$ cat config.mk
export PLATFORM = sky130hd
export DESIGN_NAME = vq_cell
export DESIGN_NICKNAME = d
export VERILOG_FILES = /design/src/rtl/vq_nearest_codeword_search_core_assert.svh /design/src/rtl/vq_pkg.sv /design/src/rtl/vq_cell.sv
export SDC_FILE = /design/constraint.sdc
export NUM_CORES = 2
export LEC_CHECK = 0
export BUFFER_PORTS_ARGS = -buffer_cell sky130_fd_sc_hd__buf_2
export CAP_MARGIN = 20
export CORE_ASPECT_RATIO = 0.7
export CORE_MARGIN = 2
export CORE_UTILIZATION = 50
export DETAILED_ROUTE_END_ITERATION = 8
export PLACE_DENSITY_LB_ADDON = 0.12
export SYNTH_ARGS = -nofsm -noshare
export SYNTH_HDL_FRONTEND = slang
export SYNTH_SLANG_ARGS = --single-unit
$ cat constraint.sdc
create_clock -name clk_i -period 9 [get_ports clk_i]
set_clock_uncertainty 0.1 [all_clocks]
set_input_delay 0 -clock clk_i [delete_from_list [all_inputs] [get_ports clk_i]]
set_output_delay 0 -clock clk_i [all_outputs]
set_load 0.01 [all_outputs]
$ cat src/rtl/vq_nearest_codeword_search_core_assert.svh
// Assertion macros for the nearest codeword search core.
`ifndef VQ_NEAREST_CODEWORD_SEARCH_CORE_ASSERT_SVH
`define VQ_NEAREST_CODEWORD_SEARCH_CORE_ASSERT_SVH
`ifndef SYNTHESIS
`define VQ_ASSERT(lbl, clk, rstn, prop) \
  lbl: assert property (@(posedge clk) disable iff (!rstn) prop) \
    else $error("vq assertion failed");
`define VQ_ASSERT_ALWAYS(lbl, clk, prop) \
  lbl: assert property (@(posedge clk) prop) else $error("vq assertion failed");
`else
`define VQ_ASSERT(lbl, clk, rstn, prop)
`define VQ_ASSERT_ALWAYS(lbl, clk, prop)
`endif
`endif

$ cat src/rtl/vq_pkg.sv
`timescale 1ns / 1ps
package vq_pkg;
  localparam int MaxCodesDef   = 256;
  localparam int MaxDimsDef    = 16;
  localparam int SampleBitsDef = 16;
  localparam int CodeBits      = 8;
  localparam int DimBits       = 4;
  localparam int ValBits       = 16;
  localparam int DistBits      = 36;
  localparam logic [DistBits-1:0] DistMax = {DistBits{1'b1}};
  localparam int CfgIdxBits    = 1;
  localparam int CfgDataBits   = 9;
  localparam logic [CfgIdxBits-1:0] CfgCodes = 1'b0;
  localparam logic [CfgIdxBits-1:0] CfgDims  = 1'b1;
  localparam logic ModeWrite = 1'b0;
  localparam logic ModeQuery = 1'b1;

  typedef struct packed {
    logic valid;
    logic last;
  } tok_t;
endpackage

$ cat src/rtl/vq_cell.sv
`timescale 1ns / 1ps
module vq_cell import vq_pkg::*; #(
  parameter int MAX_CODES   = MaxCodesDef,
  parameter int SAMPLE_BITS = SampleBitsDef,
  localparam int CW = (MAX_CODES > 1) ? $clog2(MAX_CODES) : 1
) (
  input  logic                          clk_i,
  input  logic                          rst_ni,
  input  logic                          wr_en_i,
  input  logic [CW-1:0]                 wr_addr_i,
  input  logic signed [SAMPLE_BITS-1:0] wr_data_i,
  input  logic                          q_we_i,
  input  logic                          active_i,
  input  tok_t                          tok_i,
  input  logic [CW-1:0]                 code_i,
  input  logic [DistBits-1:0]           sum_i,
  output tok_t                          tok_o,
  output logic [CW-1:0]                 code_o,
  output logic [DistBits-1:0]           sum_o
);
  localparam int DW   = SAMPLE_BITS + 1;
  localparam int SqW  = 2 * DW;
  localparam int AccW = ((SqW > DistBits) ? SqW : DistBits) + 1;

  logic signed [SAMPLE_BITS-1:0] mem [MAX_CODES];
  logic signed [SAMPLE_BITS-1:0] rd_q, qv_q;
  logic signed [DW-1:0]          diff;
  logic [SqW-1:0]                sq_q;
  tok_t                          tok1_q, tok2_q, tok3_q;
  logic [CW-1:0]                 code1_q, code2_q, code3_q;
  logic [DistBits-1:0]           sum1_q, sum2_q, sum3_q;
  logic [AccW-1:0]               acc;

  always_ff @(posedge clk_i) begin
    if (wr_en_i) begin
      mem[wr_addr_i] <= wr_data_i;
    end
  end

  always_ff @(posedge clk_i) begin
    rd_q <= mem[code_i];
  end

  always_ff @(posedge clk_i) begin
    if (q_we_i) begin
      qv_q <= wr_data_i;
    end
  end

  assign diff = DW'(qv_q) - DW'(rd_q);

  always_comb begin
    acc = AccW'(sum2_q) + (active_i ? AccW'(sq_q) : AccW'(0));
  end

  always_ff @(posedge clk_i or negedge rst_ni) begin
    if (!rst_ni) begin
      tok1_q <= '0;
      tok2_q <= '0;
      tok3_q <= '0;
    end else begin
      tok1_q <= tok_i;
      tok2_q <= tok1_q;
      tok3_q <= tok2_q;
    end
  end

  always_ff @(posedge clk_i) begin
    code1_q <= code_i;
    sum1_q  <= sum_i;
    code2_q <= code1_q;
    sum2_q  <= sum1_q;
    sq_q    <= SqW'($unsigned(SqW'(diff) * SqW'(diff)));
    code3_q <= code2_q;
    sum3_q  <= (acc > AccW'(DistMax)) ? DistMax : acc[DistBits-1:0];
  end

  assign tok_o  = tok3_q;
  assign code_o = code3_q;
  assign sum_o  = sum3_q;
endmodule

==> results.ini <==
[global_route]
first_global_vias=83200
antenna_found_initial=30
grt_usage_pct=25.0
gr-total-overflow=0
grt_max_degree=177
grt_pass1_wl_microns=622000

[logic_synthesis]
synth_area_leaders=edfxtp_1 (71%), mux4_2 (17%), fa_1 (3.1%)
ys_seq_area_share_pct=73.4
synthFlopType=edfxtp_1
synth_top_cell_area_share_pct=71.2
synthArstFlopShare_pct=0.140
synth_edf_count=4112
syn_area_sq_mm=0.173
synthCells=7934
synth_cell_type_count=66
avgSynthCellArea_sq_um=21.9
ys_warn_count=0
synth_largest_area_cell=edfxtp_1
synthesis.nets=8414
synth_seq_cells=4299

[cts]
cts_buffers=403
cts_tree=done
clock_latency_ns=0.95
clk_path_buf_depth=4
path_clk_slew_ns=0.07
clock_sinks=4299
h-tree-depth=5
root_buffer=clkbuf_16

[die]
die_x_microns=708
chipHeight_microns=497
rows=180
die_area_sq_mm=0.352
io_pins=121
start_util_pct=50.4
coreArea_sq_mm=0.344

[place]
place_hpwl_microns=252000
gp_congestion=0.851
place_area_sq_mm=0.182
portBuffers=120

[cells_and_area]
layout_commonest_cell=edfxtp_1
drive_gt1_share_pct=28.8
final_area_sq_mm=0.196
final_nets=9056
syn_to_final_growth_pct=13.1
final_cell_mix=edfxtp_1 (4112), mux4_2 (1312), clkbuf_16 (409)

[route]
vias=83300
drcViolationCount=0
dr.pass1.iters=5
drt_iter0_markers=10400
via_per_inst=6.18
post_drt_wl_per_cell_microns=32.5
routed_wl_microns=438000
antenna_left=0

[worst_setup_path]
critical_path_class=reg -> reg
crit_slowest_cell=fa_1
critPathLaunchType=flop
timing.critical_path.mode_cell=fa_1
end_kind=flop
crit_family=adder cells
required_ns=9.75
path_buf_inv=7
cpPeakStageDelay_ns=0.52
arrival_ns=9.22
crit_fanout=12

[timing]
fin_tns_setup_ns=0
setup_viol=0
timing.final.crit_period_ns=8.46
max_freq_mhz=118
rsz0062_at_grt=false
slew_headroom_pct=9.57
period_share_pct=94.0
finalHoldViolCount=0
maxSlewViolCount=0
tightest_slew_ns=1.36

[flow_run]
cap_violations=0

[worst_hold_path]
hold_path.class=in -> reg

[status]
status=finished clean

## flip-flops by register name, indices dropped and copies added (netlist names)
name	cells
sq_q	33
tok1_q	2
qv_q	16
tok_o	2
code_o	8
sum_o	36
rd_q	16
code2_q	8
mem	4096
sum1_q	36
sum2_q	36
code1_q	8
tok2_q	2
## cell usage after synthesis, drive strengths merged, types with 28 or more instances
master	instances
a21o	28
a21oi	60
and2	34
buf	147
clkbuf	241
dfxtp	181
edfxtp	4112
fa	271
ha	134
inv	356
mux2	65
mux4	1312
nand2	162
nand3	45
nor2	411
o21ai	46
o22ai	36
xnor2	56
## cell families (layout without fill, tap and decap cells)
| family | after synthesis | after routing | share of synthesized area, % |
|---|---|---|---|
| flip-flops | 4299 | 4299 | 73.4 |
| multiplexers | 1377 | 1377 | 17.5 |
| AND/OR/NAND/NOR | 756 | 756 | 1.87 |
| buffers and inverters | 746 | 1713 | 1.73 |
| adder cells (fa/ha/maj) | 405 | 405 | 4.10 |
| AO/OA/AOI/OAI | 279 | 279 | 1.09 |
| XOR/XNOR | 72 | 72 | 0.368 |
| other | 0 | 14 | 0 |
## through the flow
step / util [%] / hold slack, ns / std cells / setup slack (ns)
final: 57.0 / 0.00713 / 13500 / 0.538
after global routing: 56.9 / 0.0155 / 13500 / 0.00678
after global placement: 52.7 / -0.271 / 12600 / 0.0923
after floorplan: - / -0.396 / 7934 / 0.814
after CTS: 56.9 / 0.00121 / 13400 / 0.0106
after detailed placement: 52.7 / -0.265 / 12600 / -0.0660
## area by class of cell
class / count / area, sq um
repair buffers: 625 / 5270
inverters: 358 / 1340
flip-flops and latches: 4299 / 127000
well taps: 4550 / 5690
diodes: 14 / 35.0
clock buffers: 508 / 10700
clock inverters: 222 / 2260
fillers: 25100 / 148000
multi-input cells: 2889 / 43500
## final timing paths
path / start / to / slack (ns) / depth (start not counted)
worst max register to register: qv_q[8] / sq_q[32] / 0.54 / 30
worst max-delay path: qv_q[8] / sq_q[32] / 0.54 / 30
max in group asynchronous: rst_ni / tok2_q[0] / 8.12 / 4
worst min register to register: code1_q[6] / code2_q[6] / 0.22 / 0
worst min-delay path: code_i[4] / code1_q[4] / 0.007 / 2
min in group asynchronous: rst_ni / tok_o[1] / 0.47 / 4
## per-layer routing
| metal | routed length (microns) | up-vias | part of all wire (%) | track usage [%] |
|---|---|---|---|---|
| met1 | 191000 | 45300 | 44 | 38.5 |
| met4 | 8850 | 6 | 2.0 | 5.23 |
| li1 | - | 33800 | - | - |
| met2 | 199000 | 3609 | 45 | 37.7 |
| met5 | 46 | - | 0.011 | 0 |
| met3 | 38900 | 520 | 8.9 | 4.80 |
## what timing repair did
action | CTS | global route
buffers inserted | 0 | 5
hold endpoints to repair | 3030 | 0
pin swaps | 0 | 4
setup endpoints to repair | 2 | 7
hold buffers | 126 | 0
resized for setup | 2 | 11
Power is left out: the tool's default activity adds up to more than one toggle a clock period on the data nets, which glitch-free logic cannot reach.
