### src/rtl/vq_nearest_codeword_search_core_assert.svh
// Assertion macros for the nearest codeword search core.
`ifndef VQ_NEAREST_CODEWORD_SEARCH_CORE_ASSERT_SVH
`define VQ_NEAREST_CODEWORD_SEARCH_CORE_ASSERT_SVH
`ifndef SYNTHESIS
`define VQ_ASSERT(lbl, clk, rstn, prop) \
  lbl: assert property (@(posedge clk) disable iff (!rstn) prop) \
    else $error("vq assertion failed");
`define VQ_ASSERT_ALWAYS(lbl, clk, prop) \
  lbl: assert property (@(posedge clk) prop) else $error("vq assertion failed");
`else
`define VQ_ASSERT(lbl, clk, rstn, prop)
`define VQ_ASSERT_ALWAYS(lbl, clk, prop)
`endif
`endif

### src/rtl/vq_pkg.sv
`timescale 1ns / 1ps
package vq_pkg;
  localparam int MaxCodesDef   = 256;
  localparam int MaxDimsDef    = 16;
  localparam int SampleBitsDef = 16;
  localparam int CodeBits      = 8;
  localparam int DimBits       = 4;
  localparam int ValBits       = 16;
  localparam int DistBits      = 36;
  localparam logic [DistBits-1:0] DistMax = {DistBits{1'b1}};
  localparam int CfgIdxBits    = 1;
  localparam int CfgDataBits   = 9;
  localparam logic [CfgIdxBits-1:0] CfgCodes = 1'b0;
  localparam logic [CfgIdxBits-1:0] CfgDims  = 1'b1;
  localparam logic ModeWrite = 1'b0;
  localparam logic ModeQuery = 1'b1;

  typedef struct packed {
    logic valid;
    logic last;
  } tok_t;
endpackage

### src/rtl/vq_stream_if.sv


interface vq_out_if;
  import vq_pkg::*;
  logic                valid;
  logic                ready;
  logic [CodeBits-1:0] best_code;
  logic [DistBits-1:0] best_distance;
  modport source (output valid, best_code, best_distance, input ready);
  modport sink (input valid, best_code, best_distance, output ready);
endinterface

### src/rtl/vq_best.sv
`timescale 1ns / 1ps
module vq_best import vq_pkg::*; #(
  parameter int MAX_CODES = MaxCodesDef,
  localparam int CW = (MAX_CODES > 1) ? $clog2(MAX_CODES) : 1
) (
  input  logic                clk_i,
  input  logic                rst_ni,
  input  tok_t                tok_i,
  input  logic [CW-1:0]       code_i,
  input  logic [DistBits-1:0] sum_i,
  vq_out_if.source            res_o
);
  logic [CW-1:0]       best_code_q, best_code_d;
  logic [DistBits-1:0] best_dist_q, best_dist_d;
  logic [CodeBits-1:0] out_code_q;
  logic [DistBits-1:0] out_dist_q;
  logic                out_valid_q;

  always_comb begin
    best_code_d = best_code_q;
    best_dist_d = best_dist_q;
    if (code_i == '0 || sum_i < best_dist_q) begin
      best_code_d = code_i;
      best_dist_d = sum_i;
    end
  end

  always_ff @(posedge clk_i) begin
    if (tok_i.valid) begin
      best_code_q <= best_code_d;
      best_dist_q <= best_dist_d;
    end
    if (tok_i.valid && tok_i.last) begin
      out_code_q <= CodeBits'(best_code_d);
      out_dist_q <= best_dist_d;
    end
  end

  always_ff @(posedge clk_i or negedge rst_ni) begin
    if (!rst_ni) begin
      out_valid_q <= 1'b0;
    end else if (tok_i.valid && tok_i.last) begin
      out_valid_q <= 1'b1;
    end else if (res_o.ready) begin
      out_valid_q <= 1'b0;
    end
  end

  assign res_o.valid         = out_valid_q;
  assign res_o.best_code     = out_code_q;
  assign res_o.best_distance = out_dist_q;
endmodule

### src/flat_wrapper.sv
// flat-port wrapper written by rule: the top's interface ports become plain ports
module vq_best_flat import vq_pkg::*;
#(
  parameter int MAX_CODES = MaxCodesDef,
  localparam int CW = (MAX_CODES > 1) ? $clog2(MAX_CODES) : 1
)
  (clk_i, rst_ni, tok_i, code_i, sum_i, res_o_valid, res_o_best_code, res_o_best_distance, res_o_ready);
  vq_out_if res_o_i ();
  input  logic clk_i;
  input  logic rst_ni;
  input  tok_t tok_i;
  input  logic [CW-1:0] code_i;
  input  logic [DistBits-1:0] sum_i;
  output wire logic [$bits(res_o_i.valid)-1:0] res_o_valid;
  output wire logic [$bits(res_o_i.best_code)-1:0] res_o_best_code;
  output wire logic [$bits(res_o_i.best_distance)-1:0] res_o_best_distance;
  input wire logic [$bits(res_o_i.ready)-1:0] res_o_ready;
  assign res_o_valid = res_o_i.valid;
  assign res_o_best_code = res_o_i.best_code;
  assign res_o_best_distance = res_o_i.best_distance;
  assign res_o_i.ready = res_o_ready;
  vq_best #(.MAX_CODES(MAX_CODES)) u_core (.clk_i(clk_i), .rst_ni(rst_ni), .tok_i(tok_i), .code_i(code_i), .sum_i(sum_i), .res_o(res_o_i));
endmodule
### config.mk
export PLATFORM = sky130hd
export DESIGN_NAME = vq_best_flat
export DESIGN_NICKNAME = d
export VERILOG_FILES = /design/src/rtl/vq_nearest_codeword_search_core_assert.svh /design/src/rtl/vq_pkg.sv /design/src/rtl/vq_stream_if.sv /design/src/rtl/vq_best.sv /design/src/flat_wrapper.sv
export SDC_FILE = /design/constraint.sdc
export NUM_CORES = 1
export LEC_CHECK = 0
export ABC_AREA = 1
export ABC_CLOCK_PERIOD_IN_PS = 2200
export BUFFER_PORTS_ARGS = -buffer_cell sky130_fd_sc_hd__buf_4
export CAP_MARGIN = 20
export CORE_ASPECT_RATIO = 0.9
export CORE_MARGIN = 1.5
export CORE_UTILIZATION = 54
export CTS_CLUSTER_SIZE = 8
export DETAILED_ROUTE_END_ITERATION = 10
export GPL_TIMING_DRIVEN = 0
export PLACE_DENSITY = 0.79
export REMOVE_ABC_BUFFERS = 1
export SETUP_SLACK_MARGIN = 0.02
export SLEW_MARGIN = 10
export SYNTH_ARGS = -nofsm -noshare
export SYNTH_HDL_FRONTEND = slang
export SYNTH_SLANG_ARGS = --single-unit
### constraint.sdc
create_clock -name clk_i -period 2.2 [get_ports clk_i]
set_clock_uncertainty 0.1 [all_clocks]
set_input_delay 0.33 -clock clk_i [delete_from_list [all_inputs] [get_ports clk_i]]
set_output_delay 0.33 -clock clk_i [all_outputs]
set_load 0.005 [all_outputs]
==> flow_metrics.tcl <==
set metrics [dict create \
    slew_violations 0 \
    grt_pass1_vias 3557 \
    yosysMostFrequentCell "nand2_1" \
    routed_wl_um 13000 \
    yosys.area_share.simple_pct 19.4 \
    synth.top_cell.area_share_pct 61.0 \
    route.detailed.wl_per_inst_um 20.2 \
    slowest_stage "edfxtp_1" \
    drtAntennaViolNets 0 \
    cts_tree "built" \
    worstMarginPinSlew_ns 0.641 \
    ff_latch_area_um2 2670 \
    yosysSeqAreaShare_pct 61.6 \
    reg2reg_to "u_core.res_o.best_distance[31]" \
    htree_levels 3 \
    slowest_delay_ns 0.40 \
    rsz0062_at_grt "true" \
    p_leak_nw 2.83 \
    synth_compound_area_share_pct 2.48 \
    fmax_mhz 411 \
    yosysUniqueCellTypes 17 \
    endpoint_kind "flop" \
    synth_area_leaders "edfxtp_1 (61%), nand2_1 (12%), ha_1 (10%)" \
    ys_async_sr_fraction_pct 1.12 \
    synth-edff-count 88 \
    fin_ws_ns -0.234 \
    yosysTopAreaCell "edfxtp_1" \
    grt_overflow_total 0 \
    relSlewSlack_pct 57.3 \
    track_usage_pct 26.4 \
    die-area_um2 8570 \
    firstDrtPassIters 5 \
    cp_num_buf_inv 2 \
    startpoint "u_core.best_dist_q[34]" \
    std_cell_rows 30 \
    vias 3663 \
    yosys.area_share.xor_xnor_pct 0 \
    r2r_slack_ns -0.23 \
    gp_routability_congestion 0.744 \
    synth_top_family_by_area "simple AND/OR/NAND/NOR gates" \
    finalCritPeriodShare_pct 111 \
    setup_violations 88 \
    netlist_area_um2 4330 \
    core-area_um2 7660 \
    crit_arrival_ns 2.45 \
    finalHoldViolations 0 \
    min_period_ns 2.43 \
    grt_pass1_wl_um 17300 \
    cts_made_buffers 9 \
    path_delay_family "simple AND/OR/NAND/NOR gates" \
    fp.dieW_um 97.4 \
    hpwlAfterDp_um 6080 \
    insertedDiodeCount 0 \
    cts-root-buf "clkbuf_8" \
    clockBufferDepth 2 \
    synthAdderAreaFrac_pct 10.1 \
    grt_max_degree 46 \
    start_util_pct 56.6 \
    nets 626 \
    area_growth_pct 46.9 \
    cts_sinks 89 \
    instances_no_fill 643 \
    ir_drop_mv 0.583 \
    syn_inst 410 \
    drc 0 \
    multi_input_area_um2 2230 \
    min_path_type "in2reg" \
    critPathKind "reg2reg" \
    rr_worst_depth 12 \
    path_depth 12 \
    drt-vias-per-instance 5.70 \
    cp_max_fo 6 \
    min_delay_worst_endpoint "u_core.res_o.valid" \
    synth_warnings 0 \
    fillers 402 \
    clk_latency_ns 0.36 \
    timing.rr.start "u_core.best_dist_q[34]" \
    crit_required_ns 2.21 \
    whs_path_depth 2 \
    synth_area_per_cell_um2 10.6 \
    violations "negative setup slack" \
    maxCapViolations 0 \
    final_layout_size_suffix_gt1_share_pct 49.9 \
    muxShareOfSynthArea_pct 0 \
    synth_ff_type "edfxtp_1" \
    ys_top_cells_by_count "nand2_1 (139), edfxtp_1 (88), inv_1 (51)" \
    ys_ff_latch 89 \
    drtIter0Drc 270 \
    status "finished, violations left" \
    crit_chain "inv_1, ha_1, nand2_2, nor2_2, a21boi_1, nor2_2, nand2_2, nor2_4, buf_12, nand2_8, nand3_1, nand2_1" \
    worstHoldStart "res_o_ready" \
    whs_ns 0.0676 \
    fin_total_pwr_mw 5.29 \
    start_kind "flop" \
    port_buffers 93 \
    ios 94 \
    place_inst 589 \
    die_h_um 88.0 \
    antenna_found_initial 0 \
    place_ws_ns -0.804 \
    cts.clk_slew.worst_paths_ns 0.09 \
    power.density_nw_per_um2 831 \
]
==> repair_timing <==
| item | CTS | global route |
|---|---|---|
| setup buffers | 12 | 11 |
| endpoints found under the setup margin | 88 | 88 |
| resized for setup | 66 | 88 |
| cloned | 10 | 4 |
| hold buffers | 1 | 0 |
| pin swaps | 39 | 30 |
| endpoints found under the hold margin | 1 | 0 |
==> final cells by class <==
class	count	share of cell area, %
repair buffers	119	15.0
clock buffers	9	1.95
clock inverters	7	1.10
inverters	51	3.01
flip-flops and latches	89	41.9
multi-input cells	272	35.1
well taps	96	1.89
==> layout by cell type, fill, tap and decap left out, drive strengths merged, types with 3 or more instances in the layout <==
cell    synthesis  final
buf             6    118
a21o            3      3
inv            51     52
clkbuf          6      9
a21oi          11     11
edfxtp         88     88
ha             35     35
nor2           17     17
nand3          44     44
clkinv          0      4
nand2         141    155
o21ai           3      3
==> report_power, final <==
group          switching [mW]  leakage (nW)  internal, mW
clock                   0.597        0.0994         0.525
combinational            1.08          1.87         0.751
sequential              0.115         0.866          2.22
==> how the worst max path moves through the flow <==
stage	to	slack, ns
floorplan	u_core.best_code_q[0]	-0.09
global placement	u_core.res_o.best_distance[2]	-1.03
detailed placement	u_core.best_dist_q[23]	-0.80
CTS	u_core.best_dist_q[33]	-0.05
global route	u_core.res_o.best_distance[15]	-0.33
finish	u_core.res_o.best_distance[31]	-0.23
==> flip-flops by register name, summed over array words and instances, names as in the netlist <==
signal and count:
u_core.best_dist_q 36, u_core.res_o.best_distance 36, u_core.best_code_q 8, u_core.res_o.best_code 8
u_core.res_o.valid 1
==> per-layer routing <==
layer,vias to the layer above,routed length (um),GRT usage (%)
li1,1665,-,-
met1,1782,5090,32.9
met2,189,6520,46.1
met3,27,1050,7.42
met4,0,357,7.27
met5,-,0,0
==> worst register-to-register path: stages (launching register included) <==
cell and delay (ns):
edfxtp_1 0.40, inv_1 0.09, ha_1 0.24, nand2_2 0.09
nor2_2 0.05, a21boi_1 0.14, nor2_2 0.18, nand2_2 0.12
nor2_4 0.26, buf_12 0.23, nand2_8 0.11, nand3_1 0.09
nand2_1 0.10
==> cell families after synthesis <==
| family | after synthesis |
|---|---|
| and+or+nand+nor | 204 |
| DFF | 89 |
| buffers and inverters | 63 |
| adders and majority gates | 35 |
| AOI/OAI and AO/OA | 19 |
==> stage by stage <==
| stage | utilization (%) | area [um^2] | setup TNS (ns) |
|---|---|---|---|
| 3_3_place_gp | 66.1 | 5060 | -116.66 |
| 3_5_place_dp | 66.7 | 5110 | -67.13 |
| 6_report | 83.1 | 6360 | -17.25 |
| 4_1_cts | 76.7 | 5870 | -1.75 |
| 5_1_grt | 83.1 | 6360 | -25.57 |
| 2_1_floorplan | - | 4250 | -7.76 |
No activity file was read; power rests on OpenSTA's default activity.
